**src/hdl/cks_pkg.sv**
```systemverilog
package cks_pkg;

  localparam int WORD_W   = 64;
  localparam int KEY_W    = 4 * WORD_W;
  localparam int SLOT_W   = 6;
  localparam int HELD_W   = 7;
  // wide enough for any count up to the largest table plus one
  localparam int WIDE_W   = 9;

  typedef logic [KEY_W-1:0] key_t;

  typedef enum logic [1:0] {
    OP_ADD      = 2'd0,
    OP_REVOKE   = 2'd1,
    OP_CONTAINS = 2'd2,
    OP_GET      = 2'd3
  } op_t;

  typedef enum logic [1:0] {
    ST_OK      = 2'd0,
    ST_FULL    = 2'd1,
    ST_EXISTS  = 2'd2,
    ST_MISSING = 2'd3
  } status_t;

endpackage

```
**src/hdl/cks_key_cmp.sv**
```systemverilog
module cks_key_cmp (
  input  cks_pkg::key_t entry,
  input  cks_pkg::key_t probe,
  output logic          match
);

  // compare word by word, then combine
  logic [3:0] word_eq;

  always_comb begin
    for (int w = 0; w < 4; w++) begin
      word_eq[w] = (entry[w*cks_pkg::WORD_W +: cks_pkg::WORD_W] ==
                    probe[w*cks_pkg::WORD_W +: cks_pkg::WORD_W]);
    end
  end

  assign match = &word_eq;

endmodule

```
**config.mk**
```make
export PLATFORM = sky130hd
export DESIGN_NAME = cks_key_cmp
export DESIGN_NICKNAME = d
export VERILOG_FILES = /design/src/hdl/cks_pkg.sv /design/src/hdl/cks_key_cmp.sv
export SDC_FILE = /design/constraint.sdc
export NUM_CORES = 1
export LEC_CHECK = 0
export ABC_AREA = 1
export BUFFER_PORTS_ARGS = -buffer_cell sky130_fd_sc_hd__buf_2
export CAP_MARGIN = 10
export CORE_AREA = 2 2 201 203
export DETAILED_ROUTE_END_ITERATION = 10
export DIE_AREA = 0 0 203 205
export GPL_ROUTABILITY_DRIVEN = 0
export PLACE_DENSITY = 0.4
export RECOVER_POWER = 50
export SLEW_MARGIN = 15
export SYNTH_ARGS = -nofsm -noshare
export SYNTH_HDL_FRONTEND = slang
export SYNTH_SLANG_ARGS = --single-unit
export TNS_END_PERCENT = 10
```
**constraint.sdc**
```tcl
create_clock -name vclk -period 1.6
set_clock_uncertainty 0.1 [all_clocks]
set_input_delay 0.08 -clock vclk [all_inputs]
set_output_delay 0.08 -clock vclk [all_outputs]
set_load 0.02 [all_outputs]
```
==> results.json <==
{
  "status": "finished clean",
  "diodes": 0,
  "synth.net_count": 1187,
  "vdd_drop_max_mv": 0.08319,
  "slew_violations": 0,
  "cts_hold_buf": 0,
  "grt_usage_pct": 8.157,
  "design.seq.count": 0,
  "power_density_nw_per_um2": 235.6,
  "fin_crit_sh_pct": 95.52,
  "seqCellArea_sq_um": 0,
  "clock_buffers": 0,
  "worstPathRequired_ns": 1.42,
  "dieArea_sq_um": 41620,
  "routedWlPerCell_um": 11.18,
  "remaining_drc_errors": 0,
  "max-slew-margin-rel_pct": 82.90,
  "hpwl_um": 18550,
  "worstMarginPinSlew_ns": 0.2547,
  "ant_nets": 0,
  "area_growth_pct": 98.61,
  "synth_top_area_cell": "xnor2_1",
  "drv_cap": 0,
  "core_region_area_sq_um": 39370,
  "nNetsFinal": 1705,
  "rsz0062_at_grt": "true",
  "grt_pass1_vias": 5440,
  "synth_area_sq_um": 3610,
  "hp-class": "primary input to output pin",
  "start_util_pct": 9.170,
  "numPortBuffers": 513,
  "crit_family": "simple AND/OR/NAND/NOR gates",
  "ys_types": 4,
  "syn_avg_cell_area_sq_um": 5.348,
  "met2_length_um": 10470,
  "antenna_found_initial": 1,
  "cp_common_cell": "nor2_4",
  "cp_cell_sequence": "buf_6, xnor2_2, buf_4, nand2_4, nor2_4, nand2_2, nor2_2, nand2_2, nor2_4, nand2_4, nor2_4, buf_6",
  "ys_warn_count": 0,
  "crit_arrival_ns": 1.35,
  "min_period_ns": 1.528,
  "hold_viol": 0,
  "drive_gt1_share_pct": 47.77,
  "worst-path-max-fanout": 1,
  "cp-start-kind": "primary input",
  "first_pass_iters": 4,
  "power.leakage_nw": 3.778,
  "path_class": "primary input to output pin",
  "viasPerCell": 3.216,
  "fp.dieH_um": 205,
  "synthTopCellsByCount": "nand2_1, xnor2_1, nor2_1, inv_1",
  "rows": 73,
  "wl_met3_um": 1719,
  "utilization_pct": 18.21,
  "num_vias": 5518,
  "grt_pass1_wl_um": 26710,
  "cp_num_buf_inv": 3,
  "seq_area_frac_synth_pct": 0,
  "die_w_um": 203,
  "synth_area_leaders": "xnor2_1, nand2_1, nor2_1, inv_1",
  "dr.first_iter.drc_count": 113,
  "final_area_sq_um": 7169,
  "synth_top_area_share_pct": 52.17,
  "report.power.total_mw": 1.689,
  "ios": 513,
  "synthCells": 675,
  "fmax_mhz": 654.3,
  "max_stage_delay_ns": 0.15,
  "overflow": 0,
  "setup_violations": 0,
  "end_kind": "output pin",
  "grt_max_degree": 3,
  "met1_length_um": 6948,
  "placed_cell_area_sq_um": 6872,
  "cpMaxStageDelayCell": "buf_4",
  "wl_um": 19180,
  "yosysMostFrequentCell": "nand2_1",
  "top_layer": "met4"
}
[tightest hold or removal path: cells and delay by family]
family / cells / cell delay, ns
and+or+nand+nor: 8 / 0.41
xor gates and xnor gates: 1 / 0.05
buffers and inverters: 2 / 0.20
[power breakdown]
part | internal [mW] | switching (mW) | leakage, nW
Sequential | 0 | 0 | 0
Clock | 0 | 0 | 0
Combinational | 0.978 | 0.712 | 3.78
[through the flow]
| stage | worst slack, ns | TNS, ns | std cells | hold slack (ns) |
|---|---|---|---|---|
| after CTS | -0.03271 | -0.03271 | 1716 | 0.7428 |
| final | 0.07165 | 0 | 1716 | 0.7211 |
| after detailed placement | -0.5208 | -0.5208 | 1718 | 0.7934 |
| after global placement | -0.5214 | -0.5214 | 1718 | 0.7873 |
| after global routing | -0.04339 | -0.04339 | 1716 | 0.7946 |
| after floorplan | 0.4550 | 0 | 675 | 0.4424 |
[cell usage in the layout, fill, tap and decap left out, drive strengths merged]
master / n
buf: 516
inv: 82
nand2: 293
nor2: 85
xnor2: 215
[repair_timing]
item                                    4_1_cts  5_1_grt
pin swaps                                    23       22
endpoints found under the hold margin         0        0
buffers inserted                              0        0
gates resized for setup                      40       32
endpoints found under the setup margin        1        1
[layer usage]
metal	track usage (%)	vias up
li1	-	2977
met1	9.000	2242
met2	16.96	293
met3	1.209	6
met4	0.2607	0
met5	0	-
[cell type report]
cell class | count | area (sq um)
fillers | 4636 | 32200
multi-input cells | 593 | 3571
repair buffers | 516 | 2634
well taps | 525 | 656.9
inverters | 82 | 307.8
[kinds of logic after synthesis]
group / after synthesis / synth area share (%)
xor gates and xnor gates: 215 / 52.17
buffers and inverters: 82 / 8.527
and+or+nand+nor: 378 / 39.31
[final timing paths]
kind,startpoint,end,slack (ns),cells after the start
worst max-delay path,entry[191],match,0.07,12
worst min-delay path,entry[36],match,0.72,11
Note: power is estimated with default switching activity, not from simulation.
